--- src/rtl/audio_one_pole_filter_path_unit_macros.svh ---
// Assertion macros for the one-pole filter path.
// Used by the top level only; no other dependencies.
`ifndef AUDIO_ONE_POLE_FILTER_PATH_UNIT_MACROS_SVH
`define AUDIO_ONE_POLE_FILTER_PATH_UNIT_MACROS_SVH

// same-cycle implication
`define AOPF_ASSERT_NOW(label, clk, rst_n, ante, cons, msg) \
    label: assert property (@(posedge clk) disable iff (!(rst_n)) (ante) |-> (cons)) \
        else $error(msg);

// next-cycle implication
`define AOPF_ASSERT_NEXT(label, clk, rst_n, ante, cons, msg) \
    label: assert property (@(posedge clk) disable iff (!(rst_n)) (ante) |=> (cons)) \
        else $error(msg);

`endif

--- src/rtl/aopf_pkg.sv ---
// Shared types, widths and helpers for the one-pole filter path.
// No dependencies.
`default_nettype none

package aopf_pkg;

    localparam int SAMPLE_W   = 16;
    localparam int ACC_W      = 32;
    localparam int ALPHA_W    = 16;
    localparam int DECIM_W    = 8;
    localparam int CFG_IDX_W  = 2;
    localparam int CFG_DATA_W = 16;
    localparam int SAT_IN_W   = ACC_W + 5;

    localparam logic [DECIM_W-1:0]         DECIM_RESET = 8'd16;
    localparam logic signed [SAMPLE_W-1:0] OUT_MAX     = 16'sh7FFF;
    localparam logic signed [SAMPLE_W-1:0] OUT_MIN     = 16'sh8000;

    typedef enum logic [1:0] {
        MODE_PASS     = 2'd0,
        MODE_LOWPASS  = 2'd1,
        MODE_HIGHPASS = 2'd2,
        MODE_SPECTRUM = 2'd3
    } t_mode;

    localparam logic [CFG_IDX_W-1:0] CFG_IDX_MODE  = 2'd0;
    localparam logic [CFG_IDX_W-1:0] CFG_IDX_ALPHA = 2'd1;
    localparam logic [CFG_IDX_W-1:0] CFG_IDX_DECIM = 2'd2;

    typedef struct packed {
        t_mode              mode;
        logic [ALPHA_W-1:0] alpha;
        logic [DECIM_W-1:0] decim;
    } t_cfg;

    // saturate a widened accumulator value to the signed state range
    function automatic logic signed [ACC_W-1:0] sat_acc(input logic signed [SAT_IN_W-1:0] v);
        logic fits;
        fits = (v[SAT_IN_W-1:ACC_W-1] == '0) || (v[SAT_IN_W-1:ACC_W-1] == '1);
        if (fits) begin
            return v[ACC_W-1:0];
        end else if (v[SAT_IN_W-1]) begin
            return {1'b1, {(ACC_W-1){1'b0}}};
        end else begin
            return {1'b0, {(ACC_W-1){1'b1}}};
        end
    endfunction

endpackage

`default_nettype wire

--- src/rtl/aopf_filter.sv ---
// Mono mix plus lowpass/highpass one-pole filters with their state.
// Depends on aopf_pkg.
`default_nettype none

module aopf_filter #(
    parameter int STATE_FRAC_BITS = 24
) (
    input  wire logic                                 i_clk,
    input  wire logic                                 i_rst_n,
    input  wire logic                                 i_step,
    input  wire aopf_pkg::t_cfg                       i_cfg,
    input  wire logic signed [aopf_pkg::SAMPLE_W-1:0] i_left_sample,
    input  wire logic signed [aopf_pkg::SAMPLE_W-1:0] i_right_sample,
    output logic signed [aopf_pkg::ACC_W-1:0]         o_value
);

    localparam int SHIFT = STATE_FRAC_BITS - 15;
    localparam int AW    = aopf_pkg::ACC_W;
    localparam int SW    = aopf_pkg::SAMPLE_W;
    localparam int SIW   = aopf_pkg::SAT_IN_W;

    logic signed [AW-1:0] r_lp, n_lp;
    logic signed [AW-1:0] r_hp, n_hp;
    logic signed [SW-1:0] r_prev;

    logic signed [SW-1:0]   mono;
    logic signed [AW-1:0]   x;
    logic signed [AW-1:0]   x_prev;
    logic signed [aopf_pkg::ALPHA_W:0] a_s;
    logic signed [AW:0]     lp_diff;
    logic signed [AW+17:0]  lp_prod;
    logic signed [AW+1:0]   hp_diff;
    logic signed [AW+18:0]  hp_prod;

    assign mono   = SW'(17'(i_left_sample >>> 1) + 17'(i_right_sample >>> 1));
    assign x      = AW'(mono) <<< SHIFT;
    assign x_prev = AW'(r_prev) <<< SHIFT;
    assign a_s    = $signed({1'b0, i_cfg.alpha});

    // y + a*(x - y) / 2^15, floor
    assign lp_diff = (AW+1)'(x) - (AW+1)'(r_lp);
    assign lp_prod = (AW+18)'(a_s) * (AW+18)'(lp_diff);
    assign n_lp    = aopf_pkg::sat_acc(SIW'(r_lp) + SIW'(lp_prod >>> 15));

    // a*(y + x - x_prev) / 2^15, floor
    assign hp_diff = (AW+2)'(r_hp) + (AW+2)'(x) - (AW+2)'(x_prev);
    assign hp_prod = (AW+19)'(a_s) * (AW+19)'(hp_diff);
    assign n_hp    = aopf_pkg::sat_acc(SIW'(hp_prod >>> 15));

    always_comb begin
        case (i_cfg.mode)
            aopf_pkg::MODE_LOWPASS:  o_value = n_lp;
            aopf_pkg::MODE_HIGHPASS: o_value = n_hp;
            default:                 o_value = x;
        endcase
    end

    always_ff @(posedge i_clk) begin
        if (!i_rst_n) begin
            r_lp   <= '0;
            r_hp   <= '0;
            r_prev <= '0;
        end else if (i_step) begin
            case (i_cfg.mode)
                aopf_pkg::MODE_LOWPASS: begin
                    r_lp <= n_lp;
                end
                aopf_pkg::MODE_HIGHPASS: begin
                    r_hp   <= n_hp;
                    r_prev <= mono;
                end
                default: begin
                end
            endcase
        end
    end

endmodule

`default_nettype wire

--- src/rtl/aopf_tap.sv ---
// Decimation counter that flags every Nth word as the display tap.
// Depends on aopf_pkg.
`default_nettype none

module aopf_tap (
    input  wire logic           i_clk,
    input  wire logic           i_rst_n,
    input  wire logic           i_step,
    input  wire aopf_pkg::t_cfg i_cfg,
    output logic                o_tap
);

    localparam int DW = aopf_pkg::DECIM_W;

    logic [DW-1:0] r_count, n_count;
    logic [DW-1:0] period;
    logic [DW-1:0] inc;

    assign period = (i_cfg.decim == '0) ? DW'(1) : i_cfg.decim;
    assign inc    = r_count + DW'(1);
    assign o_tap  = (inc >= period);
    assign n_count = o_tap ? '0 : inc;

    always_ff @(posedge i_clk) begin
        if (!i_rst_n) begin
            r_count <= '0;
        end else if (i_step) begin
            r_count <= n_count;
        end
    end

endmodule

`default_nettype wire

--- src/rtl/aopf_scale.sv ---
// Clamp of a state-format value to [-1,1] and scaling to a 16-bit sample.
// Depends on aopf_pkg.
`default_nettype none

module aopf_scale #(
    parameter int STATE_FRAC_BITS = 24
) (
    input  wire logic signed [aopf_pkg::ACC_W-1:0] i_value,
    output logic signed [aopf_pkg::SAMPLE_W-1:0]   o_sample
);

    localparam int PW = aopf_pkg::ACC_W + 16;
    localparam logic signed [aopf_pkg::ACC_W-1:0] STATE_ONE = 32'sd1 <<< STATE_FRAC_BITS;
    localparam logic signed [PW-1:0] BIAS = (PW'(1) <<< STATE_FRAC_BITS) - PW'(1);

    logic signed [PW-1:0] prod;
    logic signed [PW-1:0] quot;

    // v*32767 as (v << 15) - v, truncated toward zero
    assign prod = (PW'(i_value) <<< 15) - PW'(i_value);
    assign quot = prod[PW-1] ? ((prod + BIAS) >>> STATE_FRAC_BITS)
                             : (prod >>> STATE_FRAC_BITS);

    always_comb begin
        if (i_value >= STATE_ONE) begin
            o_sample = aopf_pkg::OUT_MAX;
        end else if (i_value <= -STATE_ONE) begin
            o_sample = aopf_pkg::OUT_MIN;
        end else begin
            o_sample = quot[aopf_pkg::SAMPLE_W-1:0];
        end
    end

endmodule

`default_nettype wire

--- src/rtl/audio_one_pole_filter_path_unit.sv ---
// Top level of the mono mix and one-pole filter path.
// Depends on aopf_pkg, aopf_filter, aopf_tap, aopf_scale and the macros header.
//
// Takes one stereo word per cycle and returns one mono word per cycle while the output
// side does not stall. Each word passes through the input register, the filter stage
// whose accumulator loop closes through a single alpha multiply, and a scaling stage
// into the output register. A full pipeline holds three words; an output stall holds a
// stage only while the stage after it is full. Configuration is taken at any cycle on
// the write port and must only change while the path is empty.
`default_nettype none
`include "audio_one_pole_filter_path_unit_macros.svh"

module audio_one_pole_filter_path_unit #(
    parameter int STATE_FRAC_BITS = 24
) (
    input  wire logic                                     i_clk,
    input  wire logic                                     i_rst_n,
    input  wire logic                                     i_in_valid,
    output logic                                          o_in_ready,
    input  wire logic signed [aopf_pkg::SAMPLE_W-1:0]     i_left_sample,
    input  wire logic signed [aopf_pkg::SAMPLE_W-1:0]     i_right_sample,
    output logic                                          o_out_valid,
    input  wire logic                                     i_out_ready,
    output logic signed [aopf_pkg::SAMPLE_W-1:0]          o_out_sample,
    output logic                                          o_tap_valid,
    input  wire logic                                     i_cfg_we,
    input  wire logic [aopf_pkg::CFG_IDX_W-1:0]           i_cfg_idx,
    input  wire logic [aopf_pkg::CFG_DATA_W-1:0]          i_cfg_data
);

    aopf_pkg::t_cfg r_cfg;

    logic                                 r_in_valid;
    logic signed [aopf_pkg::SAMPLE_W-1:0] r_left;
    logic signed [aopf_pkg::SAMPLE_W-1:0] r_right;

    logic                                 r_mid_valid;
    logic signed [aopf_pkg::ACC_W-1:0]    r_mid_value;
    logic                                 r_mid_tap;

    logic                                 r_out_valid;
    logic signed [aopf_pkg::SAMPLE_W-1:0] r_out_sample;
    logic                                 r_out_tap;

    logic                                 out_adv;
    logic                                 mid_adv;
    logic                                 in_adv;
    logic                                 step;
    logic signed [aopf_pkg::ACC_W-1:0]    w_value;
    logic                                 w_tap;
    logic signed [aopf_pkg::SAMPLE_W-1:0] w_sample;

    assign out_adv = !r_out_valid || i_out_ready;
    assign mid_adv = !r_mid_valid || out_adv;
    assign in_adv  = !r_in_valid || mid_adv;
    assign step    = r_in_valid && mid_adv;

    assign o_in_ready   = in_adv;
    assign o_out_valid  = r_out_valid;
    assign o_out_sample = r_out_sample;
    assign o_tap_valid  = r_out_tap;

    // config registers
    always_ff @(posedge i_clk) begin
        if (!i_rst_n) begin
            r_cfg.mode  <= aopf_pkg::MODE_PASS;
            r_cfg.alpha <= '0;
            r_cfg.decim <= aopf_pkg::DECIM_RESET;
        end else if (i_cfg_we) begin
            case (i_cfg_idx)
                aopf_pkg::CFG_IDX_MODE:  r_cfg.mode  <= aopf_pkg::t_mode'(i_cfg_data[1:0]);
                aopf_pkg::CFG_IDX_ALPHA: r_cfg.alpha <= i_cfg_data[aopf_pkg::ALPHA_W-1:0];
                aopf_pkg::CFG_IDX_DECIM: r_cfg.decim <= i_cfg_data[aopf_pkg::DECIM_W-1:0];
                default: begin
                end
            endcase
        end
    end

    aopf_filter #(
        .STATE_FRAC_BITS(STATE_FRAC_BITS)
    ) u_filter (
        .i_clk          (i_clk),
        .i_rst_n        (i_rst_n),
        .i_step         (step),
        .i_cfg          (r_cfg),
        .i_left_sample  (r_left),
        .i_right_sample (r_right),
        .o_value        (w_value)
    );

    aopf_tap u_tap (
        .i_clk   (i_clk),
        .i_rst_n (i_rst_n),
        .i_step  (step),
        .i_cfg   (r_cfg),
        .o_tap   (w_tap)
    );

    aopf_scale #(
        .STATE_FRAC_BITS(STATE_FRAC_BITS)
    ) u_scale (
        .i_value  (r_mid_value),
        .o_sample (w_sample)
    );

    // pipeline valids
    always_ff @(posedge i_clk) begin
        if (!i_rst_n) begin
            r_in_valid  <= 1'b0;
            r_mid_valid <= 1'b0;
            r_out_valid <= 1'b0;
        end else begin
            if (in_adv) begin
                r_in_valid <= i_in_valid;
            end
            if (mid_adv) begin
                r_mid_valid <= r_in_valid;
            end
            if (out_adv) begin
                r_out_valid <= r_mid_valid;
            end
        end
    end

    // pipeline payload
    always_ff @(posedge i_clk) begin
        if (in_adv && i_in_valid) begin
            r_left  <= i_left_sample;
            r_right <= i_right_sample;
        end
        if (step) begin
            r_mid_value <= w_value;
            r_mid_tap   <= w_tap;
        end
        if (out_adv && r_mid_valid) begin
            r_out_sample <= w_sample;
            r_out_tap    <= r_mid_tap;
        end
    end

    `AOPF_ASSERT_NOW(a_full_stall_blocks_input, i_clk, i_rst_n,
        r_in_valid && r_mid_valid && r_out_valid && !i_out_ready, !o_in_ready,
        "input accepted while the full pipeline is stalled")

    `AOPF_ASSERT_NOW(a_unit_period_taps_all, i_clk, i_rst_n,
        step && (r_cfg.decim == 8'd0 || r_cfg.decim == 8'd1), w_tap,
        "word not tapped with a decimation period of one")

    `AOPF_ASSERT_NEXT(a_mid_reaches_output, i_clk, i_rst_n,
        r_mid_valid && out_adv, o_out_valid,
        "filtered word lost on the way to the output register")

endmodule

`default_nettype wire
--- config.mk ---
export PLATFORM = sky130hd
export DESIGN_NAME = audio_one_pole_filter_path_unit
export DESIGN_NICKNAME = d
export VERILOG_FILES = /design/src/rtl/aopf_pkg.sv /design/src/rtl/aopf_filter.sv /design/src/rtl/aopf_tap.sv /design/src/rtl/aopf_scale.sv /design/src/rtl/audio_one_pole_filter_path_unit.sv
export VERILOG_INCLUDE_DIRS = /design/src /design/src/rtl
export SDC_FILE = /design/constraint.sdc
export NUM_CORES = 2
export LEC_CHECK = 0
export ABC_AREA = 1
export BUFFER_PORTS_ARGS = -buffer_cell sky130_fd_sc_hd__buf_2
export CAP_MARGIN = 20
export CORE_UTILIZATION = 30
export CTS_CLUSTER_DIAMETER = 40
export CTS_CLUSTER_SIZE = 14
export DETAILED_ROUTE_END_ITERATION = 8
export PLACE_DENSITY_LB_ADDON = 0.08
export SYNTH_ARGS = -nofsm -noshare
export SYNTH_HDL_FRONTEND = slang
export SYNTH_SLANG_ARGS = --single-unit
--- constraint.sdc ---
create_clock -name i_clk -period 28.8 [get_ports i_clk]
set_input_delay 4.32 -clock i_clk [delete_from_list [all_inputs] [get_ports i_clk]]
set_output_delay 4.32 -clock i_clk [all_outputs]
set_load 0.01 [all_outputs]
==> results.txt <==
Worst Skew: 0.0186 ns
Final setup violation count: 0
Grt total ovfl: 0
Yosys warning count: 0
Syn Nets: 9,072
CTS tree: built
DPL Wire Length: 173,000 µm
Type of origin of the critical path: register
Slew @ Worst Pin: 1.13 ns
Crit path max-delay family: adder cells
Met2 Use GR: 35.8%
Worst setup EP type: register
Nets@finish: 9,007
Core Rows: 158
Post-Route WL: 206,000 µm
RSZ-0062 raised after global routing: false
Die height: 435 µm
Status: completed
Max Cap Viol: 0
Final Hold Viols: 0
Mapped Area: 56,300 µm²
Layout area overhead: 6.72%
DRT Pass-1 Iters: 6
Initial antenna violation count: 2
Fillers: 20,300
Register area share after synthesis: 8.42%
Gr usage total: 21.9%
R2r endpoint: r_mid_value[22]$_DFFE_PP_
Asr flop ratio synth: 0%
Core area: 186,000 µm²
Syn avg cell area: 7.43 µm²
Starting Density: 30.3%
Flops & latches, synth: 197
M3 GR Usage: 1.61%
CTS Sinks: 197
Hold path endpoint: r_cfg[3]$_SDFFE_PN0P_
CP Data Required Time: 29.00 ns
Via-to-Cell Ratio: 4.77
Top Ports: 74
Hold_sp: r_cfg[3]$_SDFFE_PN0P_
Worst path most repeated cell: nand2_1
Via count: 47,800
Cell with the largest stage delay on the worst path: o21ai_4
Reg2reg start: r_right[3]$_DFFE_PP_
Die X: 435 µm
Number of synthesized flops with an enable pin: 80
Worst reg-to-reg setup slack: 14.11 ns
Remaining antenna violation count: 0
Final setup TNS: 0 ns
Distinct cells, synth: 64
Post-route worst setup slack: 14.11 ns
Setup CP Type: reg -> reg
Clk slew on worst S/H paths: 0.10 ns
CP Depth: 60
Fmax: 68.1 MHz
Wire length per cell: 20.6 µm
Critical path arrival: 14.89 ns
First-pass GRT wire length: 311,000 µm
Skew-Pair Late Insertion Delay: 0.50 ns
Largest net degree at the start of global routing: 64
# resized after CTS: 0
Worst r2r path cells: 60
Worst rel slew slack: 24.5%
CTS H-Tree Depth: 4
Final worst-path cycle share: 51.0%
Die Area: 190,000 µm²
DRT iter0 DRCs: 3,237
CTS Buffer Depth: 2
Top FF cell, synth: dfxtp_1
Largest fanout on the critical path: 31
Cts bufs inserted: 17
Mapped Cells: 7,587
Critical path buffers and inverters: 10
Drc violations: 0
Slowest stage delay, CP: 0.81 ns
Hold-fix buffer count after cts: 0
PortBufs: 71
Hold depth: 2
Hold slack: 0.481 ns
M1 GR Usage: 31.3%
Min Tclk post-route: 14.69 ns
Post-CTS setup buffers: 0
Busiest grt layer: met2
Vias in the first global route: 48,300
GPL Wtd Cong: 0.914
DP Worst Slack: 14.14 ns
CTS root buf: clkbuf_16
Layout cells sized above 1: 5.64%
Min-Delay Path Class: reg -> reg
Final count of pins violating max slew: 0
## worst max-delay path by stage
stage	startpoint	to
6_report	r_right[3]$_DFFE_PP_	r_mid_value[22]$_DFFE_PP_
5_1_grt	r_right[3]$_DFFE_PP_	r_mid_value[18]$_DFFE_PP_
4_1_cts	r_right[3]$_DFFE_PP_	r_mid_value[22]$_DFFE_PP_
3_5_place_dp	r_right[3]$_DFFE_PP_	r_mid_value[29]$_DFFE_PP_
3_3_place_gp	r_right[3]$_DFFE_PP_	r_mid_value[22]$_DFFE_PP_
2_1_floorplan	r_left[1]$_DFFE_PP_	r_mid_value[11]$_DFFE_PP_
## layout make-up
| cell class | count | area (µm²) | area share [%] |
|---|---|---|---|
| Clock buffer | 17 | 425 | 0.708 |
| Antenna cell | 2 | 5.00 | 0.00832 |
| Sequential cell | 197 | 4760 | 7.92 |
| Multi-Input combinational cell | 5293 | 43700 | 72.7 |
| Timing Repair Buffer | 145 | 938 | 1.56 |
| Tap cell | 2480 | 3100 | 5.16 |
| Clock inverter | 15 | 175 | 0.291 |
| Inverter | 1868 | 7010 | 11.7 |
## cell families (layout without fill, tap and decap cells)
| family | after synthesis | after routing | synth area share [%] |
|---|---|---|---|
| buffers and inverters | 2097 | 2045 | 14.2 |
| adders and majority gates | 1430 | 1430 | 45.6 |
| other | 0 | 2 | 0 |
| and+or+nand+nor | 2958 | 2958 | 21.8 |
| DFF | 197 | 197 | 8.42 |
| AOI/OAI and AO/OA | 759 | 759 | 7.60 |
| xor gates and xnor gates | 146 | 146 | 2.34 |
## cell usage in the layout, fill, tap and decap left out, types with 19 or more instances in the layout
cell type | synthesis | final
a21o_1 | 23 | 23
o21ai_0 | 193 | 193
inv_1 | 1846 | 1842
nand4_1 | 51 | 51
or2_2 | 132 | 132
a21oi_1 | 360 | 359
nor3_1 | 49 | 49
nor2_1 | 699 | 698
nand3_1 | 283 | 283
buf_4 | 5 | 72
xnor2_1 | 56 | 50
dfxtp_1 | 117 | 106
edfxtp_1 | 80 | 80
ha_1 | 389 | 387
nand2_1 | 1648 | 1648
o21ai_1 | 26 | 26
inv_2 | 16 | 19
o21bai_1 | 51 | 51
fa_1 | 1041 | 1041
buf_2 | 33 | 71
a31oi_1 | 26 | 26
xor2_1 | 86 | 83
## worst reg2reg max path, delay by kind of cell (launching register included)
family	cells	cell delay, ns
buf+inv	10	1.12
flops	1	0.39
simple gates	25	3.74
xor+xnor	2	0.84
fa+ha+maj	10	4.64
compound gates	13	3.69
## state kept, by name, indices dropped and copies added, names as in the netlist, 8 cells and up
signal	cells
u_filter.r_prev	16
u_filter.r_lp	32
r_right	15
r_mid_value	32
r_cfg	26
u_filter.r_hp	32
r_left	15
u_tap.r_count	8
o_out_sample	16
## cell usage after synthesis, drive strengths merged (56+ instances only)
master | instances | area, µm²
or2 | 145 | 907
nor2 | 717 | 2750
edfxtp | 80 | 2400
clkbuf | 179 | 672
nand2 | 1667 | 6310
inv | 1862 | 6990
nand3 | 289 | 1480
ha | 389 | 4870
o21ai | 226 | 1160
fa | 1041 | 20800
a21oi | 367 | 1860
dfxtp | 117 | 2340
xor2 | 90 | 830
xnor2 | 56 | 490
## metal layers
layer	vias to the layer above	share of wire (%)	wire length, µm
li1	22500	-	-
met1	24100	47	97100
met2	1096	46	95600
met3	132	4.2	8590
met4	0	2.4	4870
met5	-	0	0
## per-stage QoR
step | util [%] | area, µm² | cells
final | 32.3 | 60100 | 10000
after global routing | 32.3 | 60100 | 10000
after CTS | 32.3 | 60100 | 10000
after detailed placement | 32.0 | 59500 | 9981
after global placement | 32.0 | 59500 | 9980
after floorplan | - | 56300 | 7587
Power is not shown: default switching activity piles up to over one toggle a cycle in this logic, so the estimate is an artifact.
